### src/rtl/core/pcma_pkg.sv
package pcma_pkg;

    localparam int CHAN_W     = 8;
    localparam int PRICE_W    = 32;
    localparam int TREND_W    = 2;
    localparam int FILL_OUT_W = 3;

    // trend codes
    localparam logic [TREND_W-1:0] TREND_LEVEL = 2'd0;
    localparam logic [TREND_W-1:0] TREND_BELOW = 2'd1;
    localparam logic [TREND_W-1:0] TREND_ABOVE = 2'd2;

    typedef struct packed {
        logic [CHAN_W-1:0]  channel;
        logic [PRICE_W-1:0] price;
    } t_in_item;

    typedef struct packed {
        logic                  known;
        logic [PRICE_W-1:0]    last_price;
        logic [PRICE_W-1:0]    mean_price;
        logic [TREND_W-1:0]    trend;
        logic [FILL_OUT_W-1:0] fill;
    } t_out_item;

endpackage

### src/rtl/core/pcma_div.sv
// Unsigned restoring divider, STEPS quotient bits per cycle.
// The divisor is a small count, so the partial remainder stays narrow.
module pcma_div #(
    parameter int DVD_W = 35,
    parameter int DVS_W = 3,
    parameter int STEPS = 4
) (
    input  logic                                        i_clk,
    input  logic                                        i_rst_n,
    input  logic                                        i_start,
    input  logic [DVD_W-1:0]                            i_dividend,
    input  logic [DVS_W-1:0]                            i_divisor,
    output logic                                        o_done,
    output logic [((DVD_W + STEPS - 1) / STEPS) * STEPS - 1:0] o_quotient
);

    localparam int DIV_W = ((DVD_W + STEPS - 1) / STEPS) * STEPS;
    localparam int ITERS = DIV_W / STEPS;
    localparam int CNT_W = $clog2(ITERS + 1);

    logic [DIV_W-1:0] r_quo;
    logic [DVS_W:0]   r_rem;
    logic [DVS_W-1:0] r_dvs;
    logic [CNT_W-1:0] r_cnt;
    logic             r_done;

    logic [DIV_W-1:0] n_quo;
    logic [DVS_W:0]   n_rem;

    // STEPS restoring steps on the narrow remainder
    always_comb begin
        n_quo = r_quo;
        n_rem = r_rem;
        for (int k = 0; k < STEPS; k++) begin
            n_rem = {n_rem[DVS_W-1:0], n_quo[DIV_W-1]};
            n_quo = {n_quo[DIV_W-2:0], 1'b0};
            if (n_rem >= {1'b0, r_dvs}) begin
                n_rem    = n_rem - {1'b0, r_dvs};
                n_quo[0] = 1'b1;
            end
        end
    end

    always_ff @(posedge i_clk) begin
        if (!i_rst_n) begin
            r_cnt  <= '0;
            r_done <= 1'b0;
        end else begin
            r_done <= 1'b0;
            if (i_start) begin
                r_cnt <= CNT_W'(ITERS);
            end else if (r_cnt != '0) begin
                r_cnt  <= r_cnt - 1'b1;
                r_done <= (r_cnt == CNT_W'(1));
            end
        end
    end

    // datapath, no reset needed
    always_ff @(posedge i_clk) begin
        if (i_start) begin
            r_quo <= DIV_W'(i_dividend);
            r_rem <= '0;
            r_dvs <= i_divisor;
        end else if (r_cnt != '0) begin
            r_quo <= n_quo;
            r_rem <= n_rem;
        end
    end

    assign o_done     = r_done;
    assign o_quotient = r_quo;

endmodule

### src/rtl/core/per_channel_moving_average_trend.sv
// Per-channel moving average with trend flag.
// Input channel (i_valid / o_ready) carries a channel number and a price in
// hundredths. Output channel (o_valid / i_ready) carries one item per input:
// known flag, last price, truncated window mean, trend code and fill count.
// Items are processed one at a time. A known channel passes through the
// states META, SUM, TREND, DIV and OUT from accept to result; the window
// sum reads one history word per cycle from the single-port history
// memory, and the mean comes from a divider that retires four quotient
// bits per cycle. The next item can be taken in the same cycle as the
// result appears. An unknown channel goes from accept straight to OUT
// and on into the output register, and leaves the state untouched.
// The result sits in an output register, so a stalled receiver only blocks
// the next result from leaving; the next item is still taken meanwhile.
// Reset clears the per-channel fill and slot state through valid bits at
// once; there is no clearing pass. History words are only read once written.
module per_channel_moving_average_trend #(
    parameter int CHANNELS = 16,
    parameter int WINDOW   = 5
) (
    input  logic                i_clk,
    input  logic                i_rst_n,
    input  logic                i_valid,
    output logic                o_ready,
    input  pcma_pkg::t_in_item  i_item,
    output logic                o_valid,
    input  logic                i_ready,
    output pcma_pkg::t_out_item o_item
);

    import pcma_pkg::*;

    localparam int CH_W       = (CHANNELS > 1) ? $clog2(CHANNELS) : 1;
    localparam int SLOT_W     = $clog2(WINDOW);
    localparam int FILL_W     = $clog2(WINDOW + 1);
    localparam int HIST_DEPTH = CHANNELS * WINDOW;
    localparam int HA_W       = (HIST_DEPTH > 1) ? $clog2(HIST_DEPTH) : 1;
    localparam int SUM_W      = PRICE_W + FILL_W;
    localparam int DIV_STEPS  = 4;
    localparam int QUO_W      = ((SUM_W + DIV_STEPS - 1) / DIV_STEPS) * DIV_STEPS;

    typedef enum logic [2:0] {
        S_IDLE,
        S_META,
        S_SUM,
        S_TREND,
        S_DIV,
        S_OUT
    } t_state_e;

    typedef struct packed {
        logic [SLOT_W-1:0] slot;
        logic [FILL_W-1:0] fill;
    } t_meta;

    // memories
    logic [PRICE_W-1:0] hist_mem [HIST_DEPTH];
    t_meta              meta_mem [CHANNELS];
    logic [CHANNELS-1:0] r_meta_vld;

    t_state_e           r_state;
    logic               r_known;
    logic [CH_W-1:0]    r_ch;
    logic [PRICE_W-1:0] r_price;
    logic [HA_W-1:0]    r_base;
    t_meta              r_meta_q;
    logic               r_meta_q_vld;
    logic [FILL_W-1:0]  r_n;
    logic [FILL_W-1:0]  r_idx;
    logic               r_rd_v;
    logic [PRICE_W-1:0] r_hist_q;
    logic [SUM_W-1:0]   r_sum;
    logic [TREND_W-1:0] r_trend;
    logic [PRICE_W-1:0] r_mean;
    logic               r_out_valid;
    t_out_item          r_out;

    logic               in_acc;
    logic               in_known;
    logic [CH_W-1:0]    in_ch;
    logic [SLOT_W-1:0]  cur_slot;
    logic [FILL_W-1:0]  cur_fill;
    t_meta              n_meta;
    logic               hist_we;
    logic [HA_W-1:0]    hist_wa;
    logic               hist_re;
    logic [HA_W-1:0]    hist_ra;
    logic [SUM_W-1:0]   scaled;
    logic [TREND_W-1:0] n_trend;
    logic               out_load;
    logic [FILL_W+FILL_OUT_W-1:0] fill_ext;
    logic               div_start;
    logic               div_done;
    logic [QUO_W-1:0]   quotient;

    assign o_ready  = (r_state == S_IDLE);
    assign in_acc   = i_valid && o_ready;
    assign in_known = ({1'b0, i_item.channel} < (CHAN_W + 1)'(CHANNELS));
    assign in_ch    = CH_W'(i_item.channel);

    // slot and fill of the addressed channel; an unused channel reads as zero
    always_comb begin
        cur_slot = r_meta_q_vld ? r_meta_q.slot : '0;
        cur_fill = r_meta_q_vld ? r_meta_q.fill : '0;
        if ({1'b0, cur_slot} >= (SLOT_W + 1)'(WINDOW)) begin
            cur_slot = '0;
        end
        n_meta.slot = (cur_slot == SLOT_W'(WINDOW - 1)) ? '0 : cur_slot + 1'b1;
        n_meta.fill = (cur_fill < FILL_W'(WINDOW)) ? cur_fill + 1'b1 : cur_fill;
    end

    // history port control
    assign hist_we = (r_state == S_META);
    assign hist_wa = r_base + HA_W'(cur_slot);
    assign hist_re = (r_state == S_SUM) && (r_idx < r_n);
    assign hist_ra = r_base + HA_W'(r_idx);

    // trend: latest * fill against the exact sum
    always_comb begin
        scaled  = SUM_W'(r_price) * SUM_W'(r_n);
        n_trend = TREND_LEVEL;
        if (r_n > FILL_W'(1)) begin
            if (scaled > r_sum) begin
                n_trend = TREND_ABOVE;
            end else if (scaled < r_sum) begin
                n_trend = TREND_BELOW;
            end
        end
    end

    assign div_start = (r_state == S_TREND);
    assign out_load  = (r_state == S_OUT) && (!r_out_valid || i_ready);
    assign fill_ext  = (FILL_W + FILL_OUT_W)'(r_n);

    pcma_div #(
        .DVD_W (SUM_W),
        .DVS_W (FILL_W),
        .STEPS (DIV_STEPS)
    ) u_div (
        .i_clk      (i_clk),
        .i_rst_n    (i_rst_n),
        .i_start    (div_start),
        .i_dividend (r_sum),
        .i_divisor  (r_n),
        .o_done     (div_done),
        .o_quotient (quotient)
    );

    // history memory
    always_ff @(posedge i_clk) begin
        if (hist_we) begin
            hist_mem[hist_wa] <= r_price;
        end
        if (hist_re) begin
            r_hist_q <= hist_mem[hist_ra];
        end
    end

    // per-channel slot / fill memory
    always_ff @(posedge i_clk) begin
        if (hist_we) begin
            meta_mem[r_ch] <= n_meta;
        end
        if (in_acc) begin
            r_meta_q <= meta_mem[in_ch];
        end
    end

    // valid bits of the slot / fill memory
    always_ff @(posedge i_clk) begin
        if (!i_rst_n) begin
            r_meta_vld <= '0;
        end else if (hist_we) begin
            r_meta_vld[r_ch] <= 1'b1;
        end
    end

    // sequencer and output register
    always_ff @(posedge i_clk) begin
        if (!i_rst_n) begin
            r_state     <= S_IDLE;
            r_out_valid <= 1'b0;
            r_rd_v      <= 1'b0;
        end else begin
            if (out_load) begin
                r_out_valid <= 1'b1;
            end else if (i_ready) begin
                r_out_valid <= 1'b0;
            end

            case (r_state)
                S_IDLE: begin
                    if (in_acc) begin
                        r_known      <= in_known;
                        r_ch         <= in_ch;
                        r_price      <= i_item.price;
                        r_base       <= HA_W'(in_ch * WINDOW);
                        r_meta_q_vld <= r_meta_vld[in_ch];
                        r_state      <= in_known ? S_META : S_OUT;
                    end
                end
                S_META: begin
                    r_n     <= n_meta.fill;
                    r_idx   <= '0;
                    r_sum   <= '0;
                    r_rd_v  <= 1'b0;
                    r_state <= S_SUM;
                end
                S_SUM: begin
                    r_rd_v <= hist_re;
                    if (hist_re) begin
                        r_idx <= r_idx + 1'b1;
                    end
                    if (r_rd_v) begin
                        r_sum <= r_sum + SUM_W'(r_hist_q);
                    end
                    if ((r_idx == r_n) && !r_rd_v) begin
                        r_state <= S_TREND;
                    end
                end
                S_TREND: begin
                    r_trend <= n_trend;
                    r_state <= S_DIV;
                end
                S_DIV: begin
                    if (div_done) begin
                        r_mean  <= quotient[PRICE_W-1:0];
                        r_state <= S_OUT;
                    end
                end
                S_OUT: begin
                    if (out_load) begin
                        if (r_known) begin
                            r_out.known      <= 1'b1;
                            r_out.last_price <= r_price;
                            r_out.mean_price <= r_mean;
                            r_out.trend      <= r_trend;
                            r_out.fill       <= fill_ext[FILL_OUT_W-1:0];
                        end else begin
                            r_out <= '0;
                        end
                        r_state <= S_IDLE;
                    end
                end
                default: begin
                    r_state <= S_IDLE;
                end
            endcase
        end
    end

    assign o_valid = r_out_valid;
    assign o_item  = r_out;

endmodule
### config.mk
export PLATFORM = sky130hd
export DESIGN_NAME = per_channel_moving_average_trend
export DESIGN_NICKNAME = d
export VERILOG_FILES = /design/src/rtl/core/pcma_pkg.sv /design/src/rtl/core/pcma_div.sv /design/src/rtl/core/per_channel_moving_average_trend.sv
export SDC_FILE = /design/constraint.sdc
export NUM_CORES = 2
export LEC_CHECK = 0
export BUFFER_PORTS_ARGS = -buffer_cell sky130_fd_sc_hd__buf_2
export CAP_MARGIN = 10
export CORE_UTILIZATION = 39
export CTS_CLUSTER_SIZE = 20
export DETAILED_ROUTE_END_ITERATION = 6
export PLACE_DENSITY = 0.51
export SETUP_SLACK_MARGIN = 0.2
export SYNTH_ARGS = -nofsm -noshare
export SYNTH_HDL_FRONTEND = slang
export SYNTH_SLANG_ARGS = --single-unit
export TNS_END_PERCENT = 50
### constraint.sdc
create_clock -name i_clk -period 9.9 [get_ports i_clk]
set_clock_uncertainty 0.2 [all_clocks]
set_input_delay 0 -clock i_clk [delete_from_list [all_inputs] [get_ports i_clk]]
set_output_delay 0 -clock i_clk [all_outputs]
set_load 0.02 [all_outputs]
==> metrics.yaml <==
htree_levels: 5
route.vias.total: 58100
finalSetupViolCount: 0
rsz0062_at_grt: "no"
syn_inst: 5497
grt_max_degree: 153
rows: 201
grt_pass1_vias: 58500
first_iter_violations: 6611
hold_violations: 0
final_layout_size_suffix_gt1_frac: 0.278
yosys-top-cells-area: "edfxtp_1 74%, mux4_2 16%, ha_1 1.4%"
yosys.cell_types.count: 77
synthTopCellsByCount: "2920 x edfxtp_1, 835 x mux4_2, 215 x nor2_1, 198 x nand2_1, 135 x inv_1"
max_slew_margin: 0.127
grtUsageTotal: 0.219
drt_wl_total_mm: 333
drc: 0
clock_latency_ns: 0.90
cp.required_ns: 10.28
status: "complete, no violations"
cts_made_buffers: 316
fin_tns_setup_ns: 0
antenna_found_initial: 33
grt.overflow.total: 0
clk_pin_slew_ns: 0.06
min_period_ns: 6.54
worst_pin_slew_ns: 1.31
cts_sinks: 2950
yosys_register_bits: 2950
register_area_um2: 88300
min_period_over_period: 0.661
synth.most_common_cell: "edfxtp_1"
cts_tree: "built"
synth_area_leader_cell: "edfxtp_1"
synthFlopType: "edfxtp_1"
gp_congestion: 0.832
maxCapViolations: 0
core_area_um2: 300000
crit_path_end_kind: "flip-flop"
ys_seq_area_frac: 0.749
syn-num-nets: 5712
die_x_um: 552
worstHoldPathType: "in2reg"
cellLeakagePower_uw: 0.0435
worst-setup-path-type: "reg2reg"
wl_per_cell_um: 32.8
fillCellCount: 25300
port_buffers: 115
crit_fanout: 52
initial_core_util: 0.393
clk_path_buf_depth: 4
start_kind: "flip-flop"
yosys_warnings: 0
die_area_um2: 304000
ant_nets: 0
critical_path_arrival_ns: 6.92
fmax_ghz: 0.153
cts_root_buffer: "clkbuf_16"
die_h_um: 552
grt_pass1_wl_mm: 463
synth_area_per_cell_um2: 21.4
ir_drop_v: 0.000241
p_total_uw: 36100
synthArstFlopShare: 0
dp_hpwl_mm: 187
ios: 116
syn_area_um2: 118000
synth_edf_count: 2920
synth_top_area_share: 0.744
multiInputGateArea_um2: 28700
drtPass1Iterations: 5
slew_violations: 0
p_per_area_nw_per_um2: 266
finish.net_count: 6164
cts_resized: 0
via_per_inst: 5.71
syn_to_final_growth_pct: 14.9
## where the power goes
part	total [uW]	internal (uW)	switching (uW)
Clock	11600	6760	4870
Sequential	14700	14500	217
Combinational	9720	3830	5890
## path summary, 6_finish.rpt
check	from	to	slack (ns)	depth (start not counted)
worst max register to register	r_price[4]$_DFFE_PP_	r_trend[1]$_SDFFCE_PP0P_	3.36	22
worst max-delay path	r_price[4]$_DFFE_PP_	r_trend[1]$_SDFFCE_PP0P_	3.36	22
worst min register to register	u_div.o_quotient[15]$_DFFE_PP_	r_mean[15]$_DFFE_PP_	0.24	0
worst min-delay path	i_item[35]	r_base[5]$_DFFE_PP_	0.10	3
## cell families (layout without fill, tap and decap cells)
group           after synthesis  in the layout  share of synthesized area
compound gates              368            368                     0.0201
xor+xnor                     67             67                    0.00517
fa+ha+maj                   171            171                     0.0206
buf+inv                     393           1095                     0.0141
flops                      2950           2950                      0.749
mux                         908            908                      0.166
other cells                   0              8                          0
simple gates                640            640                     0.0250
## placed cells by master (no fill, tap or decap), types with 9 or more instances in the layout
cell type and instances:
o21bai_1 11, bufinv_16 30, and2_1 83, buf_12 13, clkbuf_1 63, nand2_1 198, buf_4 180, mux2_2 34
clkinv_1 67, a31oi_1 38, clkbuf_16 320, nor2_1 134, buf_2 115, nand3_1 24, xnor2_1 42, a21oi_1 95
o21ai_1 10, ha_1 131, nor3_1 21, xor2_1 20, dfxtp_1 30, nor2b_1 13, mux4_2 835, nor2_4 81
nand2b_1 19, mux2i_1 38, fa_1 38, clkinvlp_4 9, o22ai_1 33, dlygate4sd3_1 81, inv_1 135, a21o_1 47
nand4_1 18, a211oi_1 9, edfxtp_1 2920, and3_1 12, o21ai_0 64, clkinv_2 59
## cell type report
class | count | area share
antenna | 8 | 0.000148
clock buffer | 387 | 0.0613
clock inverter | 181 | 0.0129
inverter | 137 | 0.00380
multi-input combinational | 2154 | 0.212
sequential | 2950 | 0.652
tap | 3958 | 0.0366
timing repair buffer | 390 | 0.0222
## state kept, by name, indices dropped and copies added, names as in the netlist, 4 cells and up
signal,cells
meta_mem,96
r_meta_vld,16
r_hist_q,32
u_div.o_quotient,36
r_sum,35
r_base,5
r_meta_q,6
r_mean,32
u_div.r_cnt,4
r_ch,4
r_price,32
o_item,70
hist_mem,2560
## critical path, cell delays in order (launching register included)
cell and delay, ns:
edfxtp_1 0.98, buf_4 0.62, nand2_1 0.18, fa_1 0.57
inv_1 0.04, ha_1 0.31, nor2b_1 0.17, o31ai_1 0.26
a21oi_1 0.17, or2_2 0.32, a31o_2 0.25, a21o_1 0.17
a21oi_1 0.17, xnor2_1 0.15, ha_1 0.27, a21o_1 0.16
a21o_1 0.17, a21o_1 0.17, a21o_1 0.18, a21oi_1 0.14
o21ai_0 0.10, o31ai_1 0.30, a21oi_1 0.12
## through the flow
step	cell area, um2	cells	worst slack [ns]	hold slack (ns)	utilization
finish	135000	10200	3.36	0.101	0.451
detailed placement	125000	9507	3.49	-0.0219	0.415
CTS	135000	10200	3.43	0.00899	0.451
global placement	125000	9507	3.43	-0.0208	0.415
floorplan	118000	5497	1.69	-0.101	-
global route	135000	10200	3.03	0.0967	0.451
## metal layers
metal  share of wire  vias to the layer above  GRT usage
met5               0                        -          0
met4           0.024                        0     0.0562
met3           0.070                      382     0.0353
met2            0.47                     2171      0.350
met1            0.43                    31800      0.314
li1                -                    23800          -
## what timing repair did
action                                 CTS  global route
setup endpoints to repair                0             0
endpoints found under the hold margin  223             0
hold buffers                            81             0
buffers inserted                         0             0
Note: power is estimated with default switching activity, not from simulation.
